[src/rtl/slr_pkg.sv]
// shared types and constants of the stereo linear resampler
`default_nettype none

package slr_pkg;

   // width of the step size register word
   localparam int STEP_W = 21;

   // most results one input frame may cause
   localparam int MAX_OUT = 64;
   localparam int CNT_W   = 7;

   // commands from the controller to the datapath
   typedef struct packed {
      logic load;      // take the input word, open a new item
      logic mul;       // form the blend products, advance the phase
      logic run_end;   // close the current run, wrap the phase
      logic stage;     // round into the staging register
      logic flush;     // send the staged word as final, update held state
   } slr_cmd_type;

   // status from the datapath to the controller
   typedef struct packed {
      logic more;        // another result is due in the current run
      logic to_second;   // final frame: a self-blend run follows
      logic pend_valid;  // staging register holds a result
      logic out_free;    // output register can take a word this cycle
   } slr_status_type;

endpackage

`default_nettype wire

[src/rtl/slr_ctrl.sv]
// controller state machine of the stereo linear resampler
`default_nettype none

module slr_ctrl (
   input  logic                   clock,
   input  logic                   reset,
   input  logic                   req_valid,
   output logic                   req_ready,
   input  slr_pkg::slr_status_type status,
   output slr_pkg::slr_cmd_type    cmd
);

   localparam logic [1:0] S_IDLE  = 2'd0;
   localparam logic [1:0] S_RUN   = 2'd1;
   localparam logic [1:0] S_ROUND = 2'd2;
   localparam logic [1:0] S_FLUSH = 2'd3;

   logic [1:0] state_ff;
   logic [1:0] state_in;

   // next state and commands
   always_comb begin
      state_in  = state_ff;
      cmd       = '0;
      req_ready = 1'b0;
      case (state_ff)
         S_IDLE: begin
            req_ready = 1'b1;
            if (req_valid) begin
               cmd.load = 1'b1;
               state_in = S_RUN;
            end
         end
         S_RUN: begin
            if (status.more) begin
               cmd.mul  = 1'b1;
               state_in = S_ROUND;
            end else begin
               cmd.run_end = 1'b1;
               state_in    = status.to_second ? S_RUN : S_FLUSH;
            end
         end
         S_ROUND: begin
            if (!status.pend_valid || status.out_free) begin
               cmd.stage = 1'b1;
               state_in  = S_RUN;
            end
         end
         S_FLUSH: begin
            if (!status.pend_valid || status.out_free) begin
               cmd.flush = 1'b1;
               state_in  = S_IDLE;
            end
         end
         default: begin
            state_in = S_IDLE;
         end
      endcase
   end

   // state register
   always_ff @(posedge clock) begin
      if (reset) begin
         state_ff <= S_IDLE;
      end else begin
         state_ff <= state_in;
      end
   end

endmodule

`default_nettype wire

[src/rtl/slr_datapath.sv]
// datapath of the stereo linear resampler: held frame, phase, blend and output word
`default_nettype none

module slr_datapath #(
   parameter int FRAC_BITS   = 16,
   parameter int SAMPLE_BITS = 16
) (
   input  logic                               clock,
   input  logic                               reset,
   input  logic signed [SAMPLE_BITS-1:0]      req_left_sample,
   input  logic signed [SAMPLE_BITS-1:0]      req_right_sample,
   input  logic                               req_last_frame,
   input  logic                               csr_valid,
   input  logic        [slr_pkg::STEP_W-1:0]  csr_step_size,
   input  slr_pkg::slr_cmd_type               cmd,
   output slr_pkg::slr_status_type            status,
   input  logic                               rsp_ready,
   output logic                               rsp_valid,
   output logic signed [SAMPLE_BITS-1:0]      rsp_left_out,
   output logic signed [SAMPLE_BITS-1:0]      rsp_right_out,
   output logic                               rsp_last_of_run,
   output logic                               rsp_end_of_stream
);

   localparam int PHASE_W = FRAC_BITS + 5;
   localparam int CLAMP_W = (slr_pkg::STEP_W > PHASE_W) ? slr_pkg::STEP_W : PHASE_W;
   localparam int ACC_W   = SAMPLE_BITS + FRAC_BITS + 2;
   localparam logic [PHASE_W-1:0] ONE_POS  = PHASE_W'(1) << FRAC_BITS;
   localparam logic [PHASE_W-1:0] STEP_MIN = ONE_POS >> 5;
   localparam logic [PHASE_W-1:0] STEP_MAX = ONE_POS << 4;
   localparam logic [slr_pkg::CNT_W-1:0] CNT_MAX = slr_pkg::CNT_W'(slr_pkg::MAX_OUT);

   // control registers
   logic [PHASE_W-1:0]         step_ff, step_in;
   logic [PHASE_W-1:0]         phase_ff, phase_in;
   logic                       have_held_ff, have_held_in;
   logic                       second_ff, second_in;
   logic [slr_pkg::CNT_W-1:0]  count_ff, count_in;
   logic                       pend_valid_ff, pend_valid_in;
   logic                       out_valid_ff, out_valid_in;

   // payload registers
   logic signed [SAMPLE_BITS-1:0] held_l_ff, held_l_in, held_r_ff, held_r_in;
   logic signed [SAMPLE_BITS-1:0] cur_l_ff, cur_l_in, cur_r_ff, cur_r_in;
   logic                          last_ff, last_in;
   logic signed [SAMPLE_BITS-1:0] base_l_ff, base_l_in, base_r_ff, base_r_in;
   logic signed [ACC_W-1:0]       prod_l_ff, prod_l_in, prod_r_ff, prod_r_in;
   logic signed [SAMPLE_BITS-1:0] pend_l_ff, pend_l_in, pend_r_ff, pend_r_in;
   logic signed [SAMPLE_BITS-1:0] out_l_ff, out_l_in, out_r_ff, out_r_in;
   logic                          out_lor_ff, out_lor_in, out_eos_ff, out_eos_in;

   // step clamp on write
   logic [CLAMP_W-1:0] csr_wide;
   logic [PHASE_W-1:0] step_clamped;

   // blend operands
   logic signed [SAMPLE_BITS-1:0] opa_l, opa_r;
   logic signed [SAMPLE_BITS:0]   diff_l, diff_r;
   logic signed [FRAC_BITS:0]     frac_s;
   logic signed [ACC_W-1:0]       acc_l, acc_r, adj_l, adj_r;
   logic signed [SAMPLE_BITS-1:0] res_l, res_r;

   logic active;
   logic push;

   // clamp the written step to the range one thirty-second to sixteen
   always_comb begin
      csr_wide = CLAMP_W'(csr_step_size);
      if (csr_wide < CLAMP_W'(STEP_MIN)) begin
         step_clamped = STEP_MIN;
      end else if (csr_wide > CLAMP_W'(STEP_MAX)) begin
         step_clamped = STEP_MAX;
      end else begin
         step_clamped = csr_wide[PHASE_W-1:0];
      end
   end

   // the second run blends the final frame with itself
   assign opa_l  = second_ff ? cur_l_ff : held_l_ff;
   assign opa_r  = second_ff ? cur_r_ff : held_r_ff;
   assign diff_l = {cur_l_ff[SAMPLE_BITS-1], cur_l_ff} - {opa_l[SAMPLE_BITS-1], opa_l};
   assign diff_r = {cur_r_ff[SAMPLE_BITS-1], cur_r_ff} - {opa_r[SAMPLE_BITS-1], opa_r};
   assign frac_s = {1'b0, phase_ff[FRAC_BITS-1:0]};

   // a * one + (b - a) * f, then divide by one truncating toward zero
   always_comb begin
      acc_l = {{2{base_l_ff[SAMPLE_BITS-1]}}, base_l_ff, {FRAC_BITS{1'b0}}} + prod_l_ff;
      acc_r = {{2{base_r_ff[SAMPLE_BITS-1]}}, base_r_ff, {FRAC_BITS{1'b0}}} + prod_r_ff;
      adj_l = acc_l[ACC_W-1]
            ? acc_l + {{(SAMPLE_BITS+2){1'b0}}, {FRAC_BITS{1'b1}}} : acc_l;
      adj_r = acc_r[ACC_W-1]
            ? acc_r + {{(SAMPLE_BITS+2){1'b0}}, {FRAC_BITS{1'b1}}} : acc_r;
      res_l = adj_l[FRAC_BITS +: SAMPLE_BITS];
      res_r = adj_r[FRAC_BITS +: SAMPLE_BITS];
   end

   // status toward the controller
   assign active            = !second_ff || last_ff;
   assign status.more       = active && (phase_ff < ONE_POS) && (count_ff < CNT_MAX);
   assign status.to_second  = !second_ff && last_ff;
   assign status.pend_valid = pend_valid_ff;
   assign status.out_free   = !out_valid_ff || rsp_ready;

   assign push = (cmd.stage || cmd.flush) && pend_valid_ff;

   // next values
   always_comb begin
      step_in       = step_ff;
      phase_in      = phase_ff;
      have_held_in  = have_held_ff;
      second_in     = second_ff;
      count_in      = count_ff;
      pend_valid_in = pend_valid_ff;
      out_valid_in  = out_valid_ff;
      held_l_in     = held_l_ff;
      held_r_in     = held_r_ff;
      cur_l_in      = cur_l_ff;
      cur_r_in      = cur_r_ff;
      last_in       = last_ff;
      base_l_in     = base_l_ff;
      base_r_in     = base_r_ff;
      prod_l_in     = prod_l_ff;
      prod_r_in     = prod_r_ff;
      pend_l_in     = pend_l_ff;
      pend_r_in     = pend_r_ff;
      out_l_in      = out_l_ff;
      out_r_in      = out_r_ff;
      out_lor_in    = out_lor_ff;
      out_eos_in    = out_eos_ff;

      if (csr_valid) begin
         step_in = step_clamped;
      end

      // new input frame
      if (cmd.load) begin
         cur_l_in  = req_left_sample;
         cur_r_in  = req_right_sample;
         last_in   = req_last_frame;
         count_in  = '0;
         second_in = !have_held_ff;
      end

      // products for one result
      if (cmd.mul) begin
         base_l_in = opa_l;
         base_r_in = opa_r;
         prod_l_in = ACC_W'(diff_l) * ACC_W'(frac_s);
         prod_r_in = ACC_W'(diff_r) * ACC_W'(frac_s);
         phase_in  = phase_ff + step_ff;
         count_in  = count_ff + slr_pkg::CNT_W'(1);
      end

      // end of a run
      if (cmd.run_end) begin
         if (active && (phase_ff >= ONE_POS)) begin
            phase_in = phase_ff - ONE_POS;
         end
         if (!second_ff && last_ff) begin
            second_in = 1'b1;
         end
      end

      // staging register
      if (cmd.stage) begin
         pend_l_in     = res_l;
         pend_r_in     = res_r;
         pend_valid_in = 1'b1;
      end
      if (cmd.flush) begin
         pend_valid_in = 1'b0;
         if (last_ff) begin
            held_l_in    = '0;
            held_r_in    = '0;
            phase_in     = '0;
            have_held_in = 1'b0;
         end else begin
            held_l_in    = cur_l_ff;
            held_r_in    = cur_r_ff;
            have_held_in = 1'b1;
         end
      end

      // output register
      if (push) begin
         out_l_in     = pend_l_ff;
         out_r_in     = pend_r_ff;
         out_lor_in   = cmd.flush;
         out_eos_in   = cmd.flush && last_ff;
         out_valid_in = 1'b1;
      end else if (rsp_ready) begin
         out_valid_in = 1'b0;
      end
   end

   // control state
   always_ff @(posedge clock) begin
      if (reset) begin
         step_ff       <= ONE_POS;
         phase_ff      <= '0;
         have_held_ff  <= 1'b0;
         second_ff     <= 1'b0;
         count_ff      <= '0;
         pend_valid_ff <= 1'b0;
         out_valid_ff  <= 1'b0;
         held_l_ff     <= '0;
         held_r_ff     <= '0;
      end else begin
         step_ff       <= step_in;
         phase_ff      <= phase_in;
         have_held_ff  <= have_held_in;
         second_ff     <= second_in;
         count_ff      <= count_in;
         pend_valid_ff <= pend_valid_in;
         out_valid_ff  <= out_valid_in;
         held_l_ff     <= held_l_in;
         held_r_ff     <= held_r_in;
      end
   end

   // payload
   always_ff @(posedge clock) begin
      cur_l_ff   <= cur_l_in;
      cur_r_ff   <= cur_r_in;
      last_ff    <= last_in;
      base_l_ff  <= base_l_in;
      base_r_ff  <= base_r_in;
      prod_l_ff  <= prod_l_in;
      prod_r_ff  <= prod_r_in;
      pend_l_ff  <= pend_l_in;
      pend_r_ff  <= pend_r_in;
      out_l_ff   <= out_l_in;
      out_r_ff   <= out_r_in;
      out_lor_ff <= out_lor_in;
      out_eos_ff <= out_eos_in;
   end

   assign rsp_valid         = out_valid_ff;
   assign rsp_left_out      = out_l_ff;
   assign rsp_right_out     = out_r_ff;
   assign rsp_last_of_run   = out_lor_ff;
   assign rsp_end_of_stream = out_eos_ff;

endmodule

`default_nettype wire

[src/rtl/stereo_linear_resampler_core.sv]
// top level of the stereo linear resampler
// Linear-interpolation time stretcher for stereo PCM frames. Each frame taken on the req
// channel yields up to 64 words on the rsp channel; the output position advances by the
// unsigned Q5.16 step in csr_step_size (clamped to 1/32 .. 16 frames), and a frame flagged
// last is followed by copies of itself until the position passes it, after which the
// block clears its held frame and position but keeps its step. Results are truncated
// toward zero. Each result passes the multiplier stage and then the rounding stage, which
// fills a one-deep staging register and waits while that register is full and the rsp
// side stalls. The registered output word lets the next frame be taken while the last
// result still waits.
`default_nettype none

module stereo_linear_resampler_core #(
   parameter int FRAC_BITS   = 16,
   parameter int SAMPLE_BITS = 16
) (
   input  logic                               clock,
   input  logic                               reset,
   input  logic                               req_valid,
   output logic                               req_ready,
   input  logic signed [SAMPLE_BITS-1:0]      req_left_sample,
   input  logic signed [SAMPLE_BITS-1:0]      req_right_sample,
   input  logic                               req_last_frame,
   output logic                               rsp_valid,
   input  logic                               rsp_ready,
   output logic signed [SAMPLE_BITS-1:0]      rsp_left_out,
   output logic signed [SAMPLE_BITS-1:0]      rsp_right_out,
   output logic                               rsp_last_of_run,
   output logic                               rsp_end_of_stream,
   input  logic                               csr_valid,
   output logic                               csr_ready,
   input  logic        [slr_pkg::STEP_W-1:0]  csr_step_size
);

   slr_pkg::slr_cmd_type    cmd;
   slr_pkg::slr_status_type status;

   // the step register takes a write in any cycle
   assign csr_ready = 1'b1;

   slr_ctrl u_ctrl (
      .clock     (clock),
      .reset     (reset),
      .req_valid (req_valid),
      .req_ready (req_ready),
      .status    (status),
      .cmd       (cmd)
   );

   slr_datapath #(
      .FRAC_BITS   (FRAC_BITS),
      .SAMPLE_BITS (SAMPLE_BITS)
   ) u_datapath (
      .clock             (clock),
      .reset             (reset),
      .req_left_sample   (req_left_sample),
      .req_right_sample  (req_right_sample),
      .req_last_frame    (req_last_frame),
      .csr_valid         (csr_valid && csr_ready),
      .csr_step_size     (csr_step_size),
      .cmd               (cmd),
      .status            (status),
      .rsp_ready         (rsp_ready),
      .rsp_valid         (rsp_valid),
      .rsp_left_out      (rsp_left_out),
      .rsp_right_out     (rsp_right_out),
      .rsp_last_of_run   (rsp_last_of_run),
      .rsp_end_of_stream (rsp_end_of_stream)
   );

endmodule

`default_nettype wire

[config.mk]
export PLATFORM = sky130hd
export DESIGN_NAME = stereo_linear_resampler_core
export DESIGN_NICKNAME = d
export VERILOG_FILES = /design/src/rtl/slr_pkg.sv /design/src/rtl/slr_ctrl.sv /design/src/rtl/slr_datapath.sv /design/src/rtl/stereo_linear_resampler_core.sv
export SDC_FILE = /design/constraint.sdc
export NUM_CORES = 2
export LEC_CHECK = 0
export BUFFER_PORTS_ARGS = -buffer_cell sky130_fd_sc_hd__buf_2
export CAP_MARGIN = 5
export CORE_ASPECT_RATIO = 1.25
export CORE_MARGIN = 5
export CORE_UTILIZATION = 24
export CTS_BUF_LIST = sky130_fd_sc_hd__clkbuf_16
export DETAILED_ROUTE_END_ITERATION = 16
export PLACE_DENSITY = 0.37
export SETUP_SLACK_MARGIN = 0.02
export SKIP_CTS_REPAIR_TIMING = 1
export SYNTH_ARGS = -nofsm -noshare
export SYNTH_HDL_FRONTEND = slang
export SYNTH_HIERARCHICAL = 1
export SYNTH_SLANG_ARGS = --single-unit
[constraint.sdc]
create_clock -name clock -period 27.1 [get_ports clock]
set_clock_uncertainty 0.1 [all_clocks]
set_input_delay 5.42 -clock clock [delete_from_list [all_inputs] [get_ports clock]]
set_output_delay 5.42 -clock clock [all_outputs]
set_load 0.02 [all_outputs]
==> summary.txt <==
Outcome
  • Run status: complete, no violations

Yosys
  • Post-synthesis sequential area ratio: 21.7%
  • Largest area contributor in the netlist: fa_1
  • Post-synth EDFFs: 199
  • Top-area cell type share of the netlist area: 31.0%
  • Synth Register Bits: 286
  • Top cells by area, synth: fa_1 (31%), edfxtp_1 (17%), ha_1 (9.3%)
  • Asr flop ratio synth: 0%
  • Netlist cell types: 95
  • Synth warnings: 6
  • Primary FF master, synth: edfxtp_1
  • Mapped Cells: 3,658
  • Synth Cell Area: 35,600 µm²
  • Avg Inst Size Synth: 9.73 µm²
  • Syn Nets: 4,532

Min path
  • Hold path cells: 0
  • HP Class: reg -> reg
  • Hold Path Sink: u_datapath/rsp_left_out[6]
  • Hold Path Origin: u_datapath/pend_l_ff[6]

Cells and area
  • Filler Cells Inserted: 15,800
  • Post-layout instance count excluding filler cells: 5,659
  • NumNets Final: 4,582
  • Area growth syn-to-layout: 11.1%
  • Most frequent cells in the layout: inv_1 (761), fa_1 (551), nand2_1 (379)
  • Layout cell share with drive strength beyond 1: 7.07%
  • Most common cell after layout, fill and taps aside: inv_1

Place
  • Port Buf Inserts: 94
  • Inst Count DP: 5,594
  • Worst slack, placed: 16,870 ps
  • Placer Congestion: 0.769
  • Detailed placement HPWL: 79,300 µm

Routing
  • Drt total wl: 103,000 µm
  • Drt drc: 0
  • DR WL/cell: 18.2 µm
  • DR vias/cell: 4.32
  • Via count: 24,500
  • 1st-pass router iterations: 5
  • Routed Antenna Nets: 0
  • Initial drt markers: 1,081

GRT
  • Pin count of the biggest net entering global routing: 69
  • Overflow after GRT: 0
  • Initial antenna violation count: 6
  • Vias in the first global route: 26,900
  • Gr usage total: 13.4%
  • First-pass GRT wire length: 163,000 µm

Clocking
  • Worst-path clk slew: 70 ps
  • CTS sink cnt: 286
  • Clock buffer depth: 3
  • Cts bufs inserted: 31
  • H-tree depth: 1
  • CTS root buf: clkbuf_16
  • TritonCTS clock tree: built
  • Skew-Pair Late Insertion Delay: 640 ps

Critical path
  • CP most frequent cell: fa_1
  • Crit path launch type: register
  • Worst flop-to-flop path endpoint: u_datapath/prod_r_ff[33]
  • Crit path DAT: 10,300 ps
  • Worst Setup Path Type: reg -> reg
  • CP max stage cell: dfxtp_2
  • Crit-path max cell delay: 710 ps
  • FF-to-FF Start: u_datapath/second_ff
  • Data required time of the critical path: 27,350 ps
  • Max FO, Critical Path: 17
  • Worst Setup End Kind: register
  • R2r worst-path depth: 32
  • R2R Setup Slk: 17,050 ps

Floorplanning
  • Die X: 354 µm
  • Core ar.: 148,000 µm²
  • Initial Util: 24.1%
  • Die area: 156,000 µm²
  • Die Y: 441 µm
  • Cell Rows: 158
  • Boundary Pins: 96

Timing
  • Setup WS post-layout: 17,050 ps
  • Final hold vios: 0
  • F_max: 99.5 MHz
  • Worst Hold Slack: 314 ps
  • Slew margin rel.: 24.4%
  • Period Utilization, post-route: 37.1%
  • Endpoints failing setup: 0
  • Tmin final: 10,050 ps
  • Max-slew violations: 0
  • RSZ-0062 raised after global routing: no
  • Actual slew at the worst max-slew pin: 1130 ps
  • Setup_tns: 0 ps

Run
  • Maxcap violations: 0

Power and ir drop
  • Cell area power density: 69.1 nW/µm²
  • Peak supply drop: 0.0540 mV
  • P_leak: 0.0186 µW
## cell families after synthesis
kind of cell / count (synthesis) / share of synthesized area, %
mux: 38 / 1.08
buf+inv: 893 / 9.53
xor+xnor: 176 / 4.39
fa+ha+maj: 826 / 40.6
compound gates: 435 / 8.47
simple gates: 1003 / 14.2
other cells: 1 / 0.0105
flops: 286 / 21.7
## Yosys cell counts (57+ instances only)
cell type	number
inv_1	757
ha_1	264
nor2b_1	65
nor2_1	115
nand2_1	379
xnor2_1	129
o21ai_0	57
dfxtp_1	87
edfxtp_1	199
clkbuf_1	118
and2_1	228
a21oi_1	113
fa_1	551
## worst max path at each step
stage | cells past startpoint | end | from | slack [ps]
3_5_place_dp | 33 | u_datapath/prod_l_ff[33] | u_datapath/second_ff | 16870
6_report | 32 | u_datapath/prod_r_ff[33] | u_datapath/second_ff | 17050
3_3_place_gp | 33 | u_datapath/prod_l_ff[33] | u_datapath/second_ff | 16900
2_1_floorplan | 33 | u_datapath/prod_r_ff[32] | u_datapath/second_ff | 18270
5_1_grt | 32 | u_datapath/prod_r_ff[33] | u_datapath/second_ff | 16290
4_1_cts | 33 | u_datapath/prod_l_ff[33] | u_datapath/second_ff | 16890
## metrics by stage
| step | instance area (µm²) | total power, µW | utilization (%) |
|---|---|---|---|
| 2_1_floorplan | 35600 | 1750 | - |
| 3_5_place_dp | 38400 | 2310 | 26.0 |
| 5_1_grt | 39500 | 2990 | 26.7 |
| 4_1_cts | 39500 | 2790 | 26.7 |
| 6_report | 39500 | 2730 | 26.7 |
| 3_3_place_gp | 38400 | 2310 | 26.0 |
## final cells by class
class | instances | area (µm²) | share of cell area (%)
timing repair buffer | 153 | 917 | 2.32
clock inverter | 27 | 313 | 0.791
clock buffer | 31 | 776 | 1.96
inverter | 757 | 2840 | 7.18
sequential | 286 | 7720 | 19.5
antenna | 6 | 15.0 | 0.0380
multi-input combinational | 2479 | 24600 | 62.1
tap | 1920 | 2400 | 6.07
## worst max-delay path, delay by kind of cell (launching register included)
| family | cells | cell delay (ps) |
|---|---|---|
| flip-flops | 1 | 710 |
| buffers and inverters | 6 | 580 |
| multiplexers | 1 | 420 |
| AO/OA/AOI/OAI | 8 | 1890 |
| AND/OR/NAND/NOR | 7 | 1410 |
| adder cells (fa/ha/maj) | 9 | 4010 |
| XOR/XNOR | 1 | 620 |
## layer usage
metal	track usage (%)	up-vias	part of all wire [%]
li1	-	11700	-
met1	18.0	12400	46
met2	24.4	292	50
met3	0.669	69	2.4
met4	2.26	0	1.4
met5	0	-	0
## state kept, by name, indices dropped and copies added (netlist names), 2 cells and up
signal	cells
u_ctrl/state_ff	2
u_datapath/base_l_ff	16
u_datapath/base_r_ff	16
u_datapath/count_ff	7
u_datapath/cur_l_ff	16
u_datapath/cur_r_ff	16
u_datapath/held_l_ff	16
u_datapath/held_r_ff	16
u_datapath/pend_l_ff	16
u_datapath/pend_r_ff	16
u_datapath/phase_ff	21
u_datapath/prod_l_ff	34
u_datapath/prod_r_ff	34
u_datapath/rsp_left_out	16
u_datapath/rsp_right_out	16
u_datapath/step_ff	21
## report_power, final
part	total (µW)	leakage, µW	internal, µW	switching, µW
registers	669	0.00257	617	51.2
clock network	469	0.000547	268	200
logic	1600	0.0155	558	1040
total	2730	0.0186	1440	1290
No activity file was read; power rests on OpenSTA's default activity.
